[config.mk]
export PLATFORM = sky130hd
export DESIGN_NAME = tea_half_round
export DESIGN_NICKNAME = d
export VERILOG_FILES = /design/src/rtl/tea_pkg.sv /design/src/rtl/tea_half_round.sv
export SDC_FILE = /design/constraint.sdc
export NUM_CORES = 1
export LEC_CHECK = 0
export ABC_CLOCK_PERIOD_IN_PS = 900
export BUFFER_PORTS_ARGS = -buffer_cell sky130_fd_sc_hd__buf_4
export CAP_MARGIN = 20
export CORE_ASPECT_RATIO = 0.9
export CORE_MARGIN = 1.5
export CORE_UTILIZATION = 59
export DETAILED_ROUTE_END_ITERATION = 16
export PLACE_DENSITY = 0.9
export SYNTH_ARGS = -nofsm -noshare
export SYNTH_HDL_FRONTEND = slang
export SYNTH_SLANG_ARGS = --single-unit
[constraint.sdc]
create_clock -name clk -period 0.9 [get_ports clk]
set_input_delay 0.045 -clock clk [delete_from_list [all_inputs] [get_ports clk]]
set_output_delay 0.045 -clock clk [all_outputs]
set_load 0.02 [all_outputs]
[src/rtl/tea_pkg.sv]
// TEA block cipher: shared types, constants and the round mixing function.
// No dependencies; used by every module of the block.
package tea_pkg;

    localparam int          WORD_W      = 32;
    localparam int          ROUND_COUNT = 32;
    localparam logic [31:0] DELTA       = 32'h9e37_79b9;

    // Operation codes
    localparam logic OP_ENCRYPT = 1'b0;
    localparam logic OP_DECRYPT = 1'b1;

    // Configuration register indexes
    localparam int          CFG_INDEX_W   = 2;
    localparam logic [1:0]  REG_KEY_WORD0 = 2'd0;
    localparam logic [1:0]  REG_KEY_WORD1 = 2'd1;
    localparam logic [1:0]  REG_KEY_WORD2 = 2'd2;
    localparam logic [1:0]  REG_KEY_WORD3 = 2'd3;

    typedef struct packed {
        logic [WORD_W-1:0] word0;
        logic [WORD_W-1:0] word1;
        logic [WORD_W-1:0] word2;
        logic [WORD_W-1:0] word3;
    } key_t;

    // Payload carried down the round pipeline
    typedef struct packed {
        logic              op;
        logic [WORD_W-1:0] a;
        logic [WORD_W-1:0] b;
    } pipe_t;

    // Running sum after n additions of delta, modulo 2^32 (elaboration only)
    function automatic logic [31:0] round_sum(input int n);
        logic [63:0] prod;
        prod = 64'(DELTA) * 64'(n);
        return prod[31:0];
    endfunction

    function automatic logic [WORD_W-1:0] mix(
        input logic [WORD_W-1:0] x,
        input logic [WORD_W-1:0] sum,
        input logic [WORD_W-1:0] ka,
        input logic [WORD_W-1:0] kb
    );
        return ((x << 4) + ka) ^ (x + sum) ^ ((x >> 5) + kb);
    endfunction

endpackage

[src/rtl/tea_half_round.sv]
// TEA half-round stage: one mix and one add/subtract, registered.
// Depends on tea_pkg.
module tea_half_round
#(
    parameter logic [31:0] ENC_SUM  = 32'h0,
    parameter logic [31:0] DEC_SUM  = 32'h0,
    parameter bit          SECOND   = 1'b0   // second half of a round
)
(
    input  logic           clk,
    input  logic           rst_n,
    input  tea_pkg::key_t  key,
    input  logic           valid_in,
    input  tea_pkg::pipe_t data_in,
    output logic           valid_out,
    output tea_pkg::pipe_t data_out
);

    logic                      valid_reg;
    tea_pkg::pipe_t            data_reg;
    tea_pkg::pipe_t            data_next;
    logic                      update_a;
    logic [tea_pkg::WORD_W-1:0] x;
    logic [tea_pkg::WORD_W-1:0] ka;
    logic [tea_pkg::WORD_W-1:0] kb;
    logic [tea_pkg::WORD_W-1:0] sum;
    logic [tea_pkg::WORD_W-1:0] m;
    logic [tea_pkg::WORD_W-1:0] target;
    logic [tea_pkg::WORD_W-1:0] result;

    // Encrypt: first half updates a, second b. Decrypt runs the other way.
    always_comb
    begin
        update_a = (data_in.op == tea_pkg::OP_ENCRYPT) ? !SECOND : SECOND;
        x        = update_a ? data_in.b : data_in.a;
        ka       = update_a ? key.word0 : key.word2;
        kb       = update_a ? key.word1 : key.word3;
        target   = update_a ? data_in.a : data_in.b;
        sum      = (data_in.op == tea_pkg::OP_ENCRYPT) ? ENC_SUM : DEC_SUM;
        m        = tea_pkg::mix(x, sum, ka, kb);
        result   = (data_in.op == tea_pkg::OP_ENCRYPT) ? target + m : target - m;
        data_next    = data_in;
        if (update_a)
        begin
            data_next.a = result;
        end
        else
        begin
            data_next.b = result;
        end
    end

    always_ff @(posedge clk or negedge rst_n)
    begin
        if (!rst_n)
        begin
            valid_reg <= 1'b0;
        end
        else
        begin
            valid_reg <= valid_in;
        end
    end

    always_ff @(posedge clk)
    begin
        data_reg <= data_next;
    end

    assign valid_out = valid_reg;
    assign data_out  = data_reg;

endmodule

==> impl_metrics.env, run 1 <==
export IMPL_outcome="aborted with a tool error"
export IMPL_lastStage="4_1_cts"
export IMPL_error="[ERROR DPL-0038] Utilization greater than 100%, impossible to legalize"
export IMPL_gp_congestion=1.04
export IMPL_ctsLongestPathBuffers=2
export IMPL_start_util_pct=60.1
export IMPL_netlist_top_cells_count="111 x nand2_1, 106 x xnor2_1, 101 x o21ai_0"
export IMPL_htreeDepth=3
export IMPL_syn_area_um2=9240
export IMPL_netlist_instances=1147
export IMPL_synth_edf_count=0
export IMPL_cts_resized=326
export IMPL_async_reset_ff_share_pct=1.52
export IMPL_synth_seq_cells=66
export IMPL_clock_sinks=66
export IMPL_yosysTopAreaCell="dfxtp_1"
export IMPL_synth_warning_count=0
export IMPL_yosysSeqAreaShare_pct=14.3
export IMPL_die_w_um=135
export IMPL_synth_top_area_share_pct=14.1
export IMPL_rows=43
export IMPL_ioPinCount=262
export IMPL_synthDistinctLibCells=86
export IMPL_fp_dieH_um=122
export IMPL_synth_avg_cell_area_um2=8.06
export IMPL_postSynth_topFlopCell="dfxtp_1"
export IMPL_synth_area_leaders="dfxtp_1 14%, ha_1 12%, mux2_2 11%, xnor2_1 10%, o21ai_0 5.5%"
export IMPL_hold_buffers=9
export IMPL_place_port_buffers=261
export IMPL_synth_most_common_cell="nand2_1"
export IMPL_cts_root_buf="clkbuf_16"
export IMPL_cts_setup_buffers=65
export IMPL_hpwl_um=37500
export IMPL_syn_nets=1432
export IMPL_numCtsBuffers=9
-- stage by stage --
stage	util [%]	hold WS, ns	cell area [um2]	std cells	worst slack (ns)
floorplan	-	-0.251	9540	1147	-4.79
global placement	93.4	-0.179	14400	1944	-4.46
detailed placement	93.4	-0.178	14400	1944	-5.12
-- kinds of logic after synthesis --
family	count (synthesis)	share of synthesized area (%)
buf+inv	78	3.68
xor+xnor	169	17.1
simple gates	302	16.5
mux	104	12.5
flops	66	14.3
compound gates	339	23.6
fa+ha+maj	89	12.3
==> inputs of run 2 (changes only) <==
CORE_ASPECT_RATIO = unset   (was 0.9)
CORE_UTILIZATION = 40   (was 59)
PLACE_DENSITY = unset   (was 0.9)
PLACE_DENSITY_LB_ADDON = 0.15   (was unset)
==> run 2 against run 1 <==
Compared with the run above: the flow now finishes, with violations (negative hold slack, negative setup slack); synthesized area unchanged; synthesized cell count unchanged.
==> impl_metrics.env, run 2 <==
export IMPL_largest_register_ff_count=65
export IMPL_cts_tree="done"
export IMPL_nFillCells=1570
export IMPL_ctsLongestPathBuffers=2
export IMPL_crit_cells=28
export IMPL_drv_cap=0
export IMPL_drtIter0Drc=841
export IMPL_cp_common_cell="buf_12"
export IMPL_powerDensity_nw_per_um2=3040
export IMPL_synth_seq_cells=66
export IMPL_netlist_instances=1147
export IMPL_synth_top_area_share_pct=14.1
export IMPL_areaGrowthSynthToFinish_pct=84.8
export IMPL_start_util_pct=40.8
export IMPL_arrival_ns=5.47
export IMPL_drt_pass1_iter_count=5
export IMPL_core_area_um2=22600
export IMPL_hold_buffers=20
export IMPL_grt_pass1_wl_um=54800
export IMPL_cp_slowest_stage_delay_ns=0.42
export IMPL_synth_edf_count=0
export IMPL_outcome="finished, violations left"
export IMPL_final_common_cell="buf_4"
export IMPL_tightestPinTransition_ns=0.433
export IMPL_max_slew_margin_rel_pct=71.0
export IMPL_async_reset_ff_share_pct=1.52
export IMPL_crit_buf_inv=4
export IMPL_synth_avg_cell_area_um2=8.06
export IMPL_synth_warning_count=0
export IMPL_min_period_over_period_pct=584
export IMPL_violations="negative hold slack, negative setup slack"
export IMPL_end_kind="flip-flop"
export IMPL_vias=11600
export IMPL_hp_start="data_in[62]"
export IMPL_synthDistinctLibCells=86
export IMPL_dieArea_um2=24000
export IMPL_grt_antenna_before_repair=0
export IMPL_fin_nets=2138
export IMPL_grt_max_degree=34
export IMPL_critPathKind="in -> reg"
export IMPL_fin_crit_ns=5.25
export IMPL_hpwl_um=27800
export IMPL_slew_viol_final=0
export IMPL_path_clk_slew_ns=0.06
export IMPL_rows=55
export IMPL_hp_class="in -> reg"
export IMPL_vias_per_cell=5.42
export IMPL_critical_path_peak_fanout=7
export IMPL_max_freq_mhz=190
export IMPL_cts_root_buf="clkbuf_16"
export IMPL_required_ns=1.12
export IMPL_power_leakage_nw=8.07
export IMPL_layout_common_cells="660 x buf_4, 98 x nand2_1, 82 x xnor2_1, 79 x mux2_2, 65 x dfxtp_1"
export IMPL_routedWlPerCell_um=18.1
export IMPL_final_setup_worst_slack_ns=-4.35
export IMPL_final_cells=2142
export IMPL_finish_utilization_pct=75.4
export IMPL_synth_area_leaders="dfxtp_1 14%, ha_1 12%, mux2_2 11%, xnor2_1 10%, o21ai_0 5.5%"
export IMPL_holdWs_ns=-0.0542
export IMPL_antenna_cells=0
export IMPL_critical_path_top_delay_family="compound AO/OA/AOI/OAI gates"
export IMPL_postSynth_topFlopCell="dfxtp_1"
export IMPL_ir_drop_v=0.00179
export IMPL_drt_total_wl_um=38700
export IMPL_synth_most_common_cell="nand2_1"
export IMPL_ioPinCount=262
export IMPL_yosysTopAreaCell="dfxtp_1"
export IMPL_numCtsBuffers=9
export IMPL_drive_gt1_share_pct=55.9
export IMPL_whs_endpoint="data_out[62]"
export IMPL_slowest_stage="a2111o_1"
export IMPL_syn_area_um2=9240
export IMPL_htreeDepth=3
export IMPL_syn_nets=1432
export IMPL_first_global_vias=10900
export IMPL_gp_congestion=0.919
export IMPL_finalHoldViolCount=23
export IMPL_min_delay_path_depth=3
export IMPL_grt_ovfl_total=0
export IMPL_setup_violations=64
export IMPL_cp_start_kind="primary input"
export IMPL_ant_nets=0
export IMPL_die_w_um=155
export IMPL_place_port_buffers=261
export IMPL_fp_dieH_um=155
export IMPL_dp_cells=2041
export IMPL_rsz0062_at_grt="yes"
export IMPL_drc=0
export IMPL_netlist_top_cells_count="111 x nand2_1, 106 x xnor2_1, 101 x o21ai_0"
export IMPL_yosysSeqAreaShare_pct=14.3
export IMPL_groute_usage_overall_pct=28.6
export IMPL_clock_sinks=66
run 2: per-stage QoR:
| stage | instance area (um2) | hold slack [ns] | setup TNS [ns] | setup WS (ns) | total power [mW] |
|---|---|---|---|---|---|
| 2_1_floorplan | 9540 | -0.251 | -237.62 | -4.79 | 22.8 |
| 3_5_place_dp | 14600 | -0.178 | -229.18 | -4.71 | 36.5 |
| 5_1_grt | 17100 | -0.0450 | -226.22 | -4.55 | 54.3 |
| 6_report | 17100 | -0.0542 | -218.48 | -4.35 | 51.9 |
| 4_1_cts | 16200 | -0.0575 | -197.52 | -4.07 | 45.8 |
| 3_3_place_gp | 14600 | -0.180 | -223.38 | -4.48 | 35.9 |
run 2: timing repair:
item | 4_1_cts | 5_1_grt
endpoints found under the setup margin | 65 | 65
gates resized for setup | 155 | 130
endpoints found under the hold margin | 47 | 16
gates cloned | 2 | 3
buffers inserted | 40 | 36
pin swaps | 92 | 99
run 2: per-layer routing:
layer / vias to the layer above / track usage, % / part of all wire (%)
met2: 505 / 45.7 / 45
li1: 5581 / - / -
met1: 5416 / 39.4 / 44
met3: 107 / 5.46 / 7.8
met4: 0 / 7.28 / 2.8
met5: - / 0 / 0
run 2: how the worst max path moves through the flow:
| stage | startpoint | end | slack [ns] |
|---|---|---|---|
| finish | data_in[64] | data_out[30] | -4.35 |
| global route | data_in[64] | data_out[30] | -4.55 |
| CTS | data_in[64] | data_out[28] | -4.07 |
| detailed placement | data_in[64] | data_out[28] | -4.71 |
| global placement | data_in[64] | data_out[28] | -4.48 |
| floorplan | data_in[64] | data_out[30] | -4.79 |
run 2: worst min-delay path: cells and delay by family:
kind                   cells  cell delay, ns
AND/OR/NAND/NOR            1            0.05
buffers and inverters      1            0.08
AO/OA/AOI/OAI              1            0.06
run 2: kinds of logic (layout without fill, tap and decap cells):
group | after synthesis | in the layout | synth area share, %
simple gates | 302 | 302 | 16.5
xor+xnor | 169 | 169 | 17.1
compound gates | 339 | 339 | 23.6
buf+inv | 78 | 788 | 3.68
fa+ha+maj | 89 | 89 | 12.3
flops | 66 | 66 | 14.3
mux | 104 | 104 | 12.5
run 2: layout make-up:
type / count / area [um2] / area share [%]
Clock buffer: 13 / 270 / 1.58
Clock inverter: 2 / 60.1 / 0.352
Inverter: 40 / 153 / 0.894
Multi-Input combinational cell: 1003 / 9010 / 52.8
Sequential cell: 66 / 1330 / 7.77
Tap cell: 285 / 357 / 2.09
Timing Repair Buffer: 733 / 5900 / 34.5
run 2: where the power goes:
| group | internal, mW | switching (mW) |
|---|---|---|
| sequential | 4.46 | 0.395 |
| combinational | 21.9 | 21.2 |
| clock | 2.64 | 1.29 |
Note: power is estimated with default switching activity, not from simulation.
==> inputs of run 3 (changes only) <==
RECOVER_POWER = 50   (was unset)
==> run 3 against run 2 <==
Compared with the run above: the flow still finishes with violations (negative hold slack, negative setup slack); cell area is 0.45% lower; via count barely moved; fmax is 1.0% lower; flip-flop and latch count stayed put; worst setup slack lost 0.054 ns; largest cell class unchanged; global-route usage unchanged.
==> impl_metrics.env, run 3 (synthesis results as in run 2) <==
export IMPL_outcome="finished, violations left"
export IMPL_violations="negative hold slack, negative setup slack"
export IMPL_nFillCells=1595
export IMPL_fin_nets=2138
export IMPL_vias_per_cell=5.42
export IMPL_first_global_vias=10900
export IMPL_groute_usage_overall_pct=28.6
export IMPL_max_freq_mhz=188
export IMPL_start_util_pct=40.8
export IMPL_die_w_um=155
export IMPL_arrival_ns=5.52
export IMPL_areaGrowthSynthToFinish_pct=83.9
export IMPL_fin_crit_ns=5.31
export IMPL_holdWs_ns=-0.0550
export IMPL_max_slew_margin_rel_pct=71.3
export IMPL_end_kind="flip-flop"
export IMPL_cp_start_kind="primary input"
export IMPL_drt_pass1_iter_count=5
export IMPL_final_setup_worst_slack_ns=-4.41
export IMPL_drc=0
export IMPL_gp_congestion=0.919
export IMPL_power_leakage_nw=8.05
export IMPL_numCtsBuffers=9
export IMPL_min_delay_path_depth=3
export IMPL_setup_violations=64
export IMPL_grt_pass1_wl_um=54800
export IMPL_drv_cap=0
export IMPL_required_ns=1.12
export IMPL_final_common_cell="buf_4"
export IMPL_critPathKind="in -> reg"
export IMPL_drt_total_wl_um=38800
export IMPL_fp_dieH_um=155
export IMPL_drive_gt1_share_pct=55.9
export IMPL_vias=11600
export IMPL_min_period_over_period_pct=589
export IMPL_core_area_um2=22600
export IMPL_ir_drop_v=0.00178
export IMPL_grt_antenna_before_repair=0
export IMPL_critical_path_endpoint="data_out[29]"
export IMPL_hpwl_um=27800
export IMPL_ctsLongestPathBuffers=2
export IMPL_routedWlPerCell_um=18.1
export IMPL_slew_viol_final=0
export IMPL_ant_nets=0
export IMPL_cts_tree="done"
export IMPL_clock_sinks=66
export IMPL_hp_class="in -> reg"
export IMPL_layout_common_cells="627 x buf_4, 98 x nand2_1, 82 x xnor2_1, 79 x mux2_2, 65 x dfxtp_1"
export IMPL_place_port_buffers=261
export IMPL_drtIter0Drc=767
export IMPL_rsz0062_at_grt="yes"
export IMPL_grt_max_degree=34
export IMPL_tns_ns=-220.11
export IMPL_ioPinCount=262
export IMPL_powerDensity_nw_per_um2=3030
export IMPL_finalHoldViolCount=24
export IMPL_cp_startpoint="data_in[64]"
export IMPL_path_clk_slew_ns=0.06
export IMPL_critical_path_peak_fanout=7
export IMPL_antenna_cells=0
export IMPL_rows=55
export IMPL_grt_ovfl_total=0
export IMPL_hold_buffers=20
export IMPL_tightestPinTransition_ns=0.428
export IMPL_htreeDepth=3
export IMPL_largest_register_ff_count=65
export IMPL_total_power_mw=51.5
export IMPL_cts_root_buf="clkbuf_16"
export IMPL_dieArea_um2=24000
## run 3: changes by cell type in the layout (fill, tap and decap cells not counted), sizes merged
cell | before | now
clkbuf | 16 | 49
buf | 708 | 675
## run 3: through the flow
step | hold slack (ns) | std cells | setup WS (ns) | area (um2) | utilization (%)
floorplan | -0.251 | 1147 | -4.79 | 9540 | -
global placement | -0.180 | 2041 | -4.48 | 14600 | 64.4
detailed placement | -0.178 | 2041 | -4.71 | 14600 | 64.4
CTS | -0.0575 | 2112 | -4.07 | 16200 | 71.4
global route | -0.0450 | 2142 | -4.55 | 17000 | 75.1
finish | -0.0550 | 2142 | -4.41 | 17000 | 75.1
## run 3: report_power, final
part | switching [mW] | total, mW | internal, mW
combinational | 21.2 | 42.7 | 21.5
clock | 1.30 | 3.94 | 2.64
sequential | 0.388 | 4.85 | 4.46
## run 3: layer usage
metal / global-route usage, % / wire [um] / vias to the layer above / part of all wire [%]
met4: 7.28 / 1140 / 0 / 2.9
met5: 0 / 0 / - / 0
met1: 39.4 / 17300 / 5460 / 45
met3: 5.46 / 2820 / 107 / 7.3
met2: 45.7 / 17500 / 461 / 45
li1: - / - / 5582 / -
## run 3: how the worst min path moves through the flow
stage                     start            to  slack (ns)
finish              data_in[62]  data_out[62]       -0.06
global route        data_in[36]  data_out[36]       -0.04
CTS                 data_in[62]  data_out[62]       -0.06
detailed placement        rst_n     valid_out       -0.18
global placement          rst_n     valid_out       -0.18
floorplan                 rst_n     valid_out       -0.25
## run 3: final cells by class
cell class,instances,area (um2),area share (%)
flip-flops and latches,66,1330,7.80
multi-input cells,1003,9010,53.0
well taps,285,357,2.10
clock inverters,2,60.1,0.353
repair buffers,733,5820,34.2
clock buffers,13,270,1.59
inverters,40,153,0.898
## run 3: worst max-delay path, stage by stage
cell      delay [ns]
buf_12          0.12
buf_12          0.14
mux2_4          0.31
ha_4            0.16
fa_2            0.35
a21o_1          0.23
a221oi_2        0.29
a21oi_2         0.12
xor2_2          0.20
or3_4           0.42
and3b_2         0.27
nor2_1          0.06
xnor2_1         0.33
ha_1            0.33
buf_6           0.15
and3_4          0.16
a31oi_1         0.23
nand2_1         0.17
o21ai_2         0.15
o21ai_2         0.10
a21o_1          0.26
a211oi_2        0.32
o21bai_1        0.13
a21oi_1         0.17
xor2_1          0.20
mux2i_1         0.10
## run 3: what timing repair did
item	in CTS	in global routing
gates resized for setup	155	130
cloned	2	3
pin swaps	92	99
hold endpoints to repair	47	16
endpoints found under the setup margin	65	65
buffers inserted	40	36
