[src/rtl/tea_pkg.sv]
// TEA block cipher: shared types, constants and the round mixing function.
// No dependencies; used by every module of the block.
package tea_pkg;

    localparam int          WORD_W      = 32;
    localparam int          ROUND_COUNT = 32;
    localparam logic [31:0] DELTA       = 32'h9e37_79b9;

    // Operation codes
    localparam logic OP_ENCRYPT = 1'b0;
    localparam logic OP_DECRYPT = 1'b1;

    // Configuration register indexes
    localparam int          CFG_INDEX_W   = 2;
    localparam logic [1:0]  REG_KEY_WORD0 = 2'd0;
    localparam logic [1:0]  REG_KEY_WORD1 = 2'd1;
    localparam logic [1:0]  REG_KEY_WORD2 = 2'd2;
    localparam logic [1:0]  REG_KEY_WORD3 = 2'd3;

    typedef struct packed {
        logic [WORD_W-1:0] word0;
        logic [WORD_W-1:0] word1;
        logic [WORD_W-1:0] word2;
        logic [WORD_W-1:0] word3;
    } key_t;

    // Payload carried down the round pipeline
    typedef struct packed {
        logic              op;
        logic [WORD_W-1:0] a;
        logic [WORD_W-1:0] b;
    } pipe_t;

    // Running sum after n additions of delta, modulo 2^32 (elaboration only)
    function automatic logic [31:0] round_sum(input int n);
        logic [63:0] prod;
        prod = 64'(DELTA) * 64'(n);
        return prod[31:0];
    endfunction

    function automatic logic [WORD_W-1:0] mix(
        input logic [WORD_W-1:0] x,
        input logic [WORD_W-1:0] sum,
        input logic [WORD_W-1:0] ka,
        input logic [WORD_W-1:0] kb
    );
        return ((x << 4) + ka) ^ (x + sum) ^ ((x >> 5) + kb);
    endfunction

endpackage

[src/rtl/tea_key_regs.sv]
// TEA key register file: four 32-bit key words written over the config channel.
// Depends on tea_pkg.
module tea_key_regs
(
    input  logic                            clk,
    input  logic                            rst_n,
    input  logic                            cfg_valid,
    output logic                            cfg_ready,
    input  logic [tea_pkg::CFG_INDEX_W-1:0] cfg_index,
    input  logic [tea_pkg::WORD_W-1:0]      cfg_data,
    output tea_pkg::key_t                   key
);

    tea_pkg::key_t key_reg;
    tea_pkg::key_t key_next;

    assign cfg_ready = 1'b1;
    assign key       = key_reg;

    always_comb
    begin
        key_next = key_reg;
        if (cfg_valid)
        begin
            unique case (cfg_index)
                tea_pkg::REG_KEY_WORD0: key_next.word0 = cfg_data;
                tea_pkg::REG_KEY_WORD1: key_next.word1 = cfg_data;
                tea_pkg::REG_KEY_WORD2: key_next.word2 = cfg_data;
                tea_pkg::REG_KEY_WORD3: key_next.word3 = cfg_data;
                default:                key_next = key_reg;
            endcase
        end
    end

    always_ff @(posedge clk or negedge rst_n)
    begin
        if (!rst_n)
        begin
            key_reg <= '0;
        end
        else
        begin
            key_reg <= key_next;
        end
    end

endmodule

[config.mk]
export PLATFORM = sky130hd
export DESIGN_NAME = tea_key_regs
export DESIGN_NICKNAME = d
export VERILOG_FILES = /design/src/rtl/tea_pkg.sv /design/src/rtl/tea_key_regs.sv
export SDC_FILE = /design/constraint.sdc
export NUM_CORES = 1
export LEC_CHECK = 0
export BUFFER_PORTS_ARGS = -buffer_cell sky130_fd_sc_hd__buf_2
export CAP_MARGIN = 20
export CORE_ASPECT_RATIO = 0.6
export CORE_UTILIZATION = 32
export DETAILED_ROUTE_END_ITERATION = 8
export GPL_TIMING_DRIVEN = 0
export PLACE_DENSITY_LB_ADDON = 0.12
export SKIP_CTS_REPAIR_TIMING = 1
export SLEW_MARGIN = 20
export SYNTH_ARGS = -nofsm -noshare
export SYNTH_HDL_FRONTEND = slang
export SYNTH_SLANG_ARGS = --single-unit
[constraint.sdc]
create_clock -name clk -period 1.5 [get_ports clk]
set_clock_uncertainty 0.1 [all_clocks]
set_input_delay 0.15 -clock clk [delete_from_list [all_inputs] [get_ports clk]]
set_output_delay 0.15 -clock clk [all_outputs]
set_load 0.005 [all_outputs]
==> reports/qor.csv, run 1 <==
stage,metric,value,unit
detailed_routing,DR WL/cell,16.02,um
finish,post-layout net count,528,
global_routing,vias in the first global route,3091,
floorplanning,Core Area,14510,um^2
sta,RSZ-0062 raised after global routing,false,
hold_path,WHS Endpoint,key[119],
detailed_routing,DRT antenna net count,0,
worst_setup_path,R2R Setup Slk,0.63,ns
power_and_ir_drop,PwrDens,1499,nW/um^2
finish,"commonest non-fill, non-tap cells in the layout","172 x buf_2, 128 x dfrtp_1, 126 x mux2_2",
synthesis,Yosys cell types,9,
finish,layout cells sized above 1,66.87,%
detailed_routing,Remaining DRCs,0,
worst_setup_path,RR Endpoint,key[89],
clock_tree,clk sink count,128,
sta,Final Setup Violations,0,
clock_tree,H-tree Lvls,4,
global_routing,grt ovf,0,
power_and_ir_drop,Max VDD drop,0.6046,mV
clock_tree,CTS tree,yes,
synthesis,Syn. warnings,0,
worst_setup_path,Critical Path Fanout Max,2,
sta,post-route minimum period,1.190,ns
sta,TNS Setup,0,ns
floorplanning,die height,96.43,um
floorplanning,Die Area,15370,um^2
clock_tree,Worst-path clk slew,0.07,ns
global_routing,initial antenna violation count,0,
clock_tree,Clock Latency Late Sink,0.40,ns
sta,Tcrit/Tclk final,79.32,%
worst_setup_path,Worst path slowest cell,dfrtp_1,
global_routing,first-pass GRT wire length,17.53,mm
finish,Layout area overhead,42.28,%
clock_tree,root buf cell,clkbuf_16,
worst_setup_path,R2R cell count,1,
placed_design,Routability Congestion,0.7230,
synthesis,syn_area_per_cell,17.36,um^2
hold_path,Hold Path Origin,cfg_index[0],
flow_run,max-cap check violation count,0,
detailed_routing,Vias per Instance,4.376,
run_status,status,"complete, no violations",
clock_tree,CTS Buf Count,17,
detailed_routing,Total Wirelength,11.25,mm
synthesis,Cells after Synth,274,
sta,final setup margin,0.3102,ns
global_routing,largest net degree at the start of global routing,86,
floorplanning,row count,34,
worst_setup_path,worst path arrival time,0.94,ns
power_and_ir_drop,Leak Pwr,3.196,nW
floorplanning,starting density of the core,32.78,%
finish,post-layout util,46.64,%
worst_setup_path,CP bufs+invs,1,
synthesis,Synth Net Count,311,
synthesis,#FFs+latches synth,128,
sta,"Slew Viols, Final",0,
worst_setup_path,Crit. End Element,output port,
detailed_routing,TritonRoute pass-1 iters,6,
placed_design,PortBufs,164,
hold_path,hold path cells,3,
finish,Filler cells,1350,
worst_setup_path,CP Launch Type,flip-flop,
sta,f_max,0.8405,GHz
placed_design,Placed Cells,637,
finish,"leading cell type in the layout, fill and taps excluded",buf_2,
detailed_routing,routed vias,3072,
synthesis,synthesized area,4756,um^2
placed_design,pre-CTS setup slack,-0.02700,ns
finish,max FFs per register,128,
worst_setup_path,crit-path cells,buf_2,
clock_tree,Max Buffers Root-to-Sink,2,
floorplanning,Die X,159.4,um
synthesis,post-synthesis sequential area ratio,67.35,%
worst_setup_path,Top Family by Delay on Critical Path,flip-flops,
finish,n_diodes,0,
worst_setup_path,cell count along the critical path,1,
floorplanning,io pins,166,
worst_setup_path,largest stage delay on the critical path,0.39,ns
worst_setup_path,critical path required time,1.25,ns
detailed_routing,Initial DRC Count,104,
global_routing,total track usage,15.39,%
finish,post-route insts no fill,702,
worst_setup_path,critical path class,flip-flop to output port,
placed_design,HPWL Detailed,7.738,mm
hold_path,worst hold path type,input pin to flip-flop,
sta,final hold vios,0,
worst_setup_path,worst reg2reg path startpoint,key[89],
[cell type report]
class,instances,area (um^2),share of cell area (%)
clock buffer,17,425.4,6.287
buffer,13,75.07,1.109
multi-input combinational,133,1478,21.84
sequential,128,3203,47.34
tap,198,247.7,3.661
clock inverter,15,148.9,2.200
timing repair buffer,198,1189,17.57
[logic make-up after synthesis]
group,after synthesis,synth area share [%]
muxes,128,30.31
DFF,128,67.35
buffers and inverters,13,1.578
and+or+nand+nor,4,0.6838
other,1,0.07885
[where the power goes]
group	leakage (nW)	internal (mW)	switching, mW	total, mW
Sequential	1.51	4.11	0.301	4.41
Clock	0.278	2.33	1.66	3.99
Combinational	1.40	1.04	0.705	1.74
Total	3.20	7.47	2.67	10.1
[metal layers]
| metal | up-vias | global-route usage [%] | share of wire (%) |
|---|---|---|---|
| met5 | - | 0 | 0 |
| met4 | 0 | 5.529 | 0.80 |
| met3 | 12 | 6.274 | 7.0 |
| met2 | 99 | 22.55 | 44 |
| met1 | 1543 | 20.57 | 48 |
| li1 | 1418 | - | - |
[synth_stat cells]
master      n  area (um^2)
buf_4       4        30.03
mux2_2    126         1419
mux2_1      2        22.52
nand3b_1    2        15.01
nand3_1     1        5.000
dfrtp_1   128         3203
nor3b_2     1        12.51
buf_2       9        45.04
conb_1      1        3.750
[worst max path at each step]
| stage | startpoint | to | slack (ns) |
|---|---|---|---|
| CTS | key[89] | key[89] | 0.30 |
| global placement | rst_n | key[5] | -1.53 |
| finish | key[89] | key[89] | 0.31 |
| floorplan | cfg_index[1] | key[121] | 0.29 |
| global route | key[89] | key[89] | 0.26 |
| detailed placement | cfg_index[1] | key[108] | -0.03 |
[metrics by stage]
step                      instance area (um^2)  hold slack, ns  total power, mW
after detailed placement                  5862        -0.04194            6.191
after floorplan                           4756         -0.2456            5.181
final                                     6766         0.09730            10.14
after global placement                    5824          0.3267            6.126
after global routing                      6766          0.1043            10.73
after CTS                                 6436         -0.4790            10.25
Power figures use the tool's default switching activity.
==> inputs of run 2 (changes only) <==
==> constraint.sdc (replaced) <==
create_clock -name clk -period 1.2 [get_ports clk]
set_clock_uncertainty 0.1 [all_clocks]
set_input_delay 0.12 -clock clk [delete_from_list [all_inputs] [get_ports clk]]
set_output_delay 0.12 -clock clk [all_outputs]
set_load 0.005 [all_outputs]
==> run 2 against run 1 <==
Net effect: sequential share of layout area fell by 0.15 points; largest cell class unchanged; combinational power rose by 26%; total power rose by 25%; die area did not move; via count rose by 0.39%.
==> reports/qor.csv, run 2 (synthesis results as in run 1) <==
stage,metric,value,unit,change
placed_design,HPWL Detailed,7.738,mm,unchanged
finish,layout cells sized above 1,67.00,%,+0.13 points
power_and_ir_drop,clock power share,39.3,%,about the same
run_status,status,"complete, no violations",,
detailed_routing,DR WL/cell,15.97,um,-0.32%
sta,RSZ-0062 raised after global routing,false,,
global_routing,largest net degree at the start of global routing,86,,unchanged
floorplanning,Die X,159.4,um,unchanged
power_and_ir_drop,Net Sw Frac,26.29,%,-0.027 points
floorplanning,Die Area,15370,um^2,unchanged
worst_setup_path,CP bufs+invs,1,,unchanged
hold_path,worst hold path type,input pin to flip-flop,,
detailed_routing,routed vias,3084,,+0.39%
worst_setup_path,Worst path slowest cell,dfrtp_1,,
detailed_routing,Initial DRC Count,106,,+1.9%
finish,post-layout net count,530,,+0.38%
floorplanning,die height,96.43,um,unchanged
power_and_ir_drop,Max VDD drop,0.7558,mV,+25%
sta,post-route minimum period,1.155,ns,
global_routing,total track usage,15.39,%,unchanged
global_routing,grt ovf,0,,unchanged
sta,f_max,0.8659,GHz,
finish,post-layout util,46.79,%,+0.15 points
clock_tree,root buf cell,clkbuf_16,,
clock_tree,CTS tree,yes,,
clock_tree,CTS Buf Count,17,,unchanged
clock_tree,clk sink count,128,,unchanged
sta,Tcrit/Tclk final,96.24,%,
floorplanning,starting density of the core,32.78,%,unchanged
worst_setup_path,Crit. End Element,output port,,
detailed_routing,Remaining DRCs,0,,unchanged
clock_tree,Max Buffers Root-to-Sink,2,,unchanged
clock_tree,Clock Latency Late Sink,0.40,ns,about the same
power_and_ir_drop,internal cell power,9.365,mW,+25%
power_and_ir_drop,PwrDens,1872,nW/um^2,+25%
floorplanning,Core Area,14510,um^2,unchanged
finish,"leading cell type in the layout, fill and taps excluded",buf_2,,
sta,Final Setup Violations,0,,unchanged
worst_setup_path,CP Launch Type,flip-flop,,
worst_setup_path,crit-path cells,buf_2,,
power_and_ir_drop,switching power,3.340,mW,+25%
finish,"commonest non-fill, non-tap cells in the layout","171 x buf_2, 128 x dfrtp_1, 126 x mux2_2",,
finish,max FFs per register,128,,unchanged
power_and_ir_drop,Leak Pwr,3.207,nW,+0.37%
worst_setup_path,worst path arrival time,0.93,ns,about the same
floorplanning,io pins,166,,unchanged
power_and_ir_drop,combinational share of power,17.3,%,about the same
finish,Layout area overhead,42.73,%,
worst_setup_path,Critical Path Fanout Max,2,,unchanged
detailed_routing,Vias per Instance,4.381,,+0.11%
flow_run,max-cap check violation count,0,,unchanged
detailed_routing,TritonRoute pass-1 iters,6,,unchanged
floorplanning,row count,34,,unchanged
global_routing,vias in the first global route,3091,,unchanged
finish,sequential cell area,3203,um^2,unchanged
power_and_ir_drop,part of the power in registers,43.4,%,about the same
worst_setup_path,critical path class,flip-flop to output port,,
worst_setup_path,Top Family by Delay on Critical Path,flip-flops,,
finish,multi-input logic area,1478,um^2,unchanged
sta,TNS Setup,0,ns,unchanged
finish,Filler cells,1346,,-0.30%
sta,"Slew Viols, Final",0,,unchanged
placed_design,Routability Congestion,0.7230,,unchanged
worst_setup_path,largest stage delay on the critical path,0.39,ns,about the same
worst_setup_path,critical path required time,0.98,ns,-0.27 ns
global_routing,initial antenna violation count,0,,unchanged
sta,final hold vios,0,,unchanged
finish,n_diodes,0,,unchanged
clock_tree,Worst-path clk slew,0.07,ns,about the same
global_routing,first-pass GRT wire length,17.53,mm,unchanged
clock_tree,H-tree Lvls,4,,unchanged
detailed_routing,DRT antenna net count,0,,unchanged
detailed_routing,Total Wirelength,11.24,mm,about the same
placed_design,PortBufs,164,,unchanged
[run 2: cell types whose count changed in the layout (fill, tap and decap cells not counted)]
cell,previous run,this run
buf_4,4,6
buf_2,172,171
buf_6,0,1
[run 2: metrics by stage]
| stage | power (mW) | cells | worst slack (ns) | area, um^2 | hold WS [ns] |
|---|---|---|---|---|---|
| after detailed placement | 7.739 | 637 | -0.2970 | 5862 | -0.07194 |
| after global routing | 13.43 | 704 | 0.0009048 | 6788 | 0.07428 |
| final | 12.71 | 704 | 0.04510 | 6788 | 0.06733 |
| after CTS | 12.81 | 669 | 0.02958 | 6436 | -0.5090 |
| after global placement | 7.658 | 636 | -1.801 | 5824 | 0.2967 |
| after floorplan | 6.476 | 274 | 0.02059 | 4756 | -0.2756 |
[run 2: layout make-up]
cell class              instances  area share, %
well taps                     198          3.650
clock buffers                  17          6.267
clock inverters                15          2.194
plain buffers                  13          1.106
flip-flops and latches        128          47.19
repair buffers                200          17.82
multi-input cells             133          21.77
[run 2: path summary, 6_finish.rpt]
check	startpoint	slack, ns	cells after the start	end
hold reg to reg	key[125]	0.38	1	key[125]
max in group asynchronous	rst_n	0.17	3	key[102]
setup reg to reg	key[89]	0.22	2	key[89]
hold / removal	cfg_index[0]	0.07	3	key[119]
min in group asynchronous	rst_n	0.09	2	key[117]
setup / recovery	key[58]	0.05	1	key[58]
[run 2: power groups by stage]
| stage | Combinational (mW) | Clock, mW | Sequential, mW |
|---|---|---|---|
| final | 2.20 | 4.99 | 5.51 |
| after global routing | 2.43 | 5.36 | 5.64 |
| after global placement | 2.11 | 0 | 5.55 |
| after detailed placement | 2.15 | 0 | 5.59 |
| after CTS | 2.15 | 5.14 | 5.52 |
| after floorplan | 0.815 | 0 | 5.66 |
[run 2: routing by layer]
metal  wire length, um  vias up  share of wire (%)  track usage (%)
met5                 0        -                  0                0
met4                90        0               0.80            5.529
met3               788       12                7.0            6.274
met2              4931       99                 44            22.55
met1              5433     1549                 48            20.57
li1                  -     1424                  -                -
==> inputs of run 3 (changes only) <==
==> constraint.sdc (replaced) <==
create_clock -name clk -period 1.2 [get_ports clk]
set_clock_uncertainty 0.1 [all_clocks]
set_input_delay 0.24 -clock clk [delete_from_list [all_inputs] [get_ports clk]]
set_output_delay 0.24 -clock clk [all_outputs]
set_load 0.005 [all_outputs]
==> run 3 against run 2 <==
Net effect: the flow now finishes with violations (hold timing, setup timing); clock power is 2% lower; sequential share of layout area grew 1.3 points; design area decreased by 2.7%; final cell count is 2.7% lower; combinational power barely moved; hold slack got worse by 0.41 ns; register-to-register slack hardly changed; worst setup slack got worse by 0.12 ns; via count fell by 1.7%; clock-buffer cell count grew 1; sequential power hardly changed; highest routed layer unchanged.
==> reports/qor.csv, run 3 (synthesis results as in run 1) <==
stage,metric,value,unit,change
worst_setup_path,Top Family by Delay on Critical Path,flip-flops,,
clock_tree,Clock Latency Late Sink,0.40,ns,about the same
detailed_routing,DR WL/cell,16.65,um,+4.3%
floorplanning,Die X,159.4,um,unchanged
floorplanning,Die Area,15370,um^2,unchanged
worst_setup_path,CP Launch Point,key[111],,
detailed_routing,Vias per Instance,4.428,,+1.1%
global_routing,largest net degree at the start of global routing,83,,-3.5%
floorplanning,die height,96.43,um,unchanged
sta,Final Setup Violations,128,,+128
floorplanning,Core Area,14510,um^2,unchanged
sta,final setup margin,-0.07402,ns,-0.1191 ns
finish,Layout area overhead,38.81,%,
sta,RSZ-0062 raised after global routing,true,,
worst_setup_path,Crit. End Element,output port,,
placed_design,Placed Area,5864,um^2,about the same
finish,post-layout net count,511,,-3.6%
power_and_ir_drop,PwrDens,1911,nW/um^2,+2.1%
detailed_routing,DRT antenna net count,0,,unchanged
clock_tree,root buf cell,clkbuf_16,,
global_routing,first-pass GRT wire length,17.76,mm,+1.3%
power_and_ir_drop,Max VDD drop,0.7125,mV,-5.7%
floorplanning,starting density of the core,32.78,%,unchanged
clock_tree,Worst-path clk slew,0.06,ns,about the same
global_routing,initial antenna violation count,0,,unchanged
finish,final instance area,6601,um^2,-2.7%
worst_setup_path,largest stage delay on the critical path,0.38,ns,about the same
finish,n_diodes,0,,unchanged
finish,Filler cells,1335,,-0.82%
global_routing,grt ovf,0,,unchanged
finish,max FFs per register,128,,unchanged
clock_tree,clk sink count,128,,unchanged
clock_tree,CTS tree,yes,,
worst_setup_path,worst reg2reg path startpoint,key[27],,
worst_setup_path,critical path class,flip-flop to output port,,
floorplanning,row count,34,,unchanged
placed_design,HPWL Detailed,7.914,mm,+2.3%
detailed_routing,Total Wirelength,11.41,mm,+1.5%
sta,post-route minimum period,1.274,ns,+0.1191 ns
sta,TNS Setup,-6.117,ns,-6.117 ns
worst_setup_path,CP bufs+invs,1,,unchanged
finish,"commonest non-fill, non-tap cells in the layout","163 x buf_2, 128 x dfrtp_1, 126 x mux2_2",,
detailed_routing,routed vias,3033,,-1.7%
floorplanning,io pins,166,,unchanged
sta,"Slew Viols, Final",0,,unchanged
worst_setup_path,Critical Path Fanout Max,2,,unchanged
detailed_routing,TritonRoute pass-1 iters,4,,-2
detailed_routing,Initial DRC Count,85,,-20%
power_and_ir_drop,Leak Pwr,3.134,nW,-2.3%
clock_tree,H-tree Lvls,4,,unchanged
flow_run,max-cap check violation count,0,,unchanged
placed_design,PortBufs,164,,unchanged
worst_setup_path,critical path required time,0.86,ns,-0.12 ns
hold_path,worst hold path type,input pin to async pin,,
clock_tree,CTS Buf Count,17,,unchanged
worst_setup_path,crit-path cells,buf_2,,
global_routing,vias in the first global route,3134,,+1.4%
run_status,failing checks,"hold timing, setup timing",,
placed_design,Placed Cells,637,,unchanged
finish,"leading cell type in the layout, fill and taps excluded",buf_2,,
clock_tree,Max Buffers Root-to-Sink,2,,unchanged
sta,final hold vios,46,,+46
sta,Hold Slack,-0.3452,ns,-0.4126 ns
worst_setup_path,worst path arrival time,0.93,ns,about the same
finish,layout cells sized above 1,70.43,%,+3.4 points
finish,post-route insts no fill,685,,-2.7%
run_status,status,"finished, violations left",,
placed_design,Routability Congestion,0.7057,,-2.4%
sta,Tcrit/Tclk final,106.2,%,+9.9 points
sta,f_max,0.7849,GHz,-9.4%
worst_setup_path,Worst path slowest cell,dfrtp_1,,
global_routing,total track usage,15.59,%,+0.20 points
worst_setup_path,CP Launch Type,flip-flop,,
detailed_routing,Remaining DRCs,0,,unchanged
-- run 3: final timing paths --
kind	slack [ns]	endpoint	depth (start not counted)
max	-0.07	key[111]	1
min	-0.35	key[94]	1
max reg2reg	0.21	key[27]	2
min reg2reg	0.38	key[124]	1
max in group asynchronous	0.59	key[88]	2
min in group clk	0.01	key[99]	2
-- run 3: metrics by stage --
step	setup WS, ns	util, %	power [mW]
CTS	-0.1006	44.29	12.73
detailed placement	-0.4111	40.43	7.759
finish	-0.07402	45.51	12.62
global route	-0.1259	45.51	13.33
global placement	-1.846	40.19	7.663
floorplan	-0.04685	-	6.478
-- run 3: cell type report --
| cell class | count | area [um^2] | share of cell area [%] |
|---|---|---|---|
| plain buffers | 13 | 90.09 | 1.365 |
| clock buffers | 18 | 429.2 | 6.501 |
| clock inverters | 14 | 131.4 | 1.990 |
| multi-input cells | 133 | 1484 | 22.48 |
| flip-flops and latches | 128 | 3203 | 48.52 |
| well taps | 198 | 247.7 | 3.753 |
| repair buffers | 181 | 1016 | 15.39 |
-- run 3: report_power, final --
group          internal [mW]  switching (mW)  leakage, nW
Clock                   2.88            1.99        0.264
Sequential              5.14           0.382         1.51
Combinational           1.32           0.905         1.35
Total                   9.34            3.28         3.13
-- run 3: layer usage --
| layer | GRT usage [%] | part of all wire (%) |
|---|---|---|
| met5 | 0 | 0 |
| met4 | 5.048 | 0.56 |
| met3 | 6.786 | 6.6 |
| met2 | 23.10 | 45 |
| met1 | 20.53 | 48 |
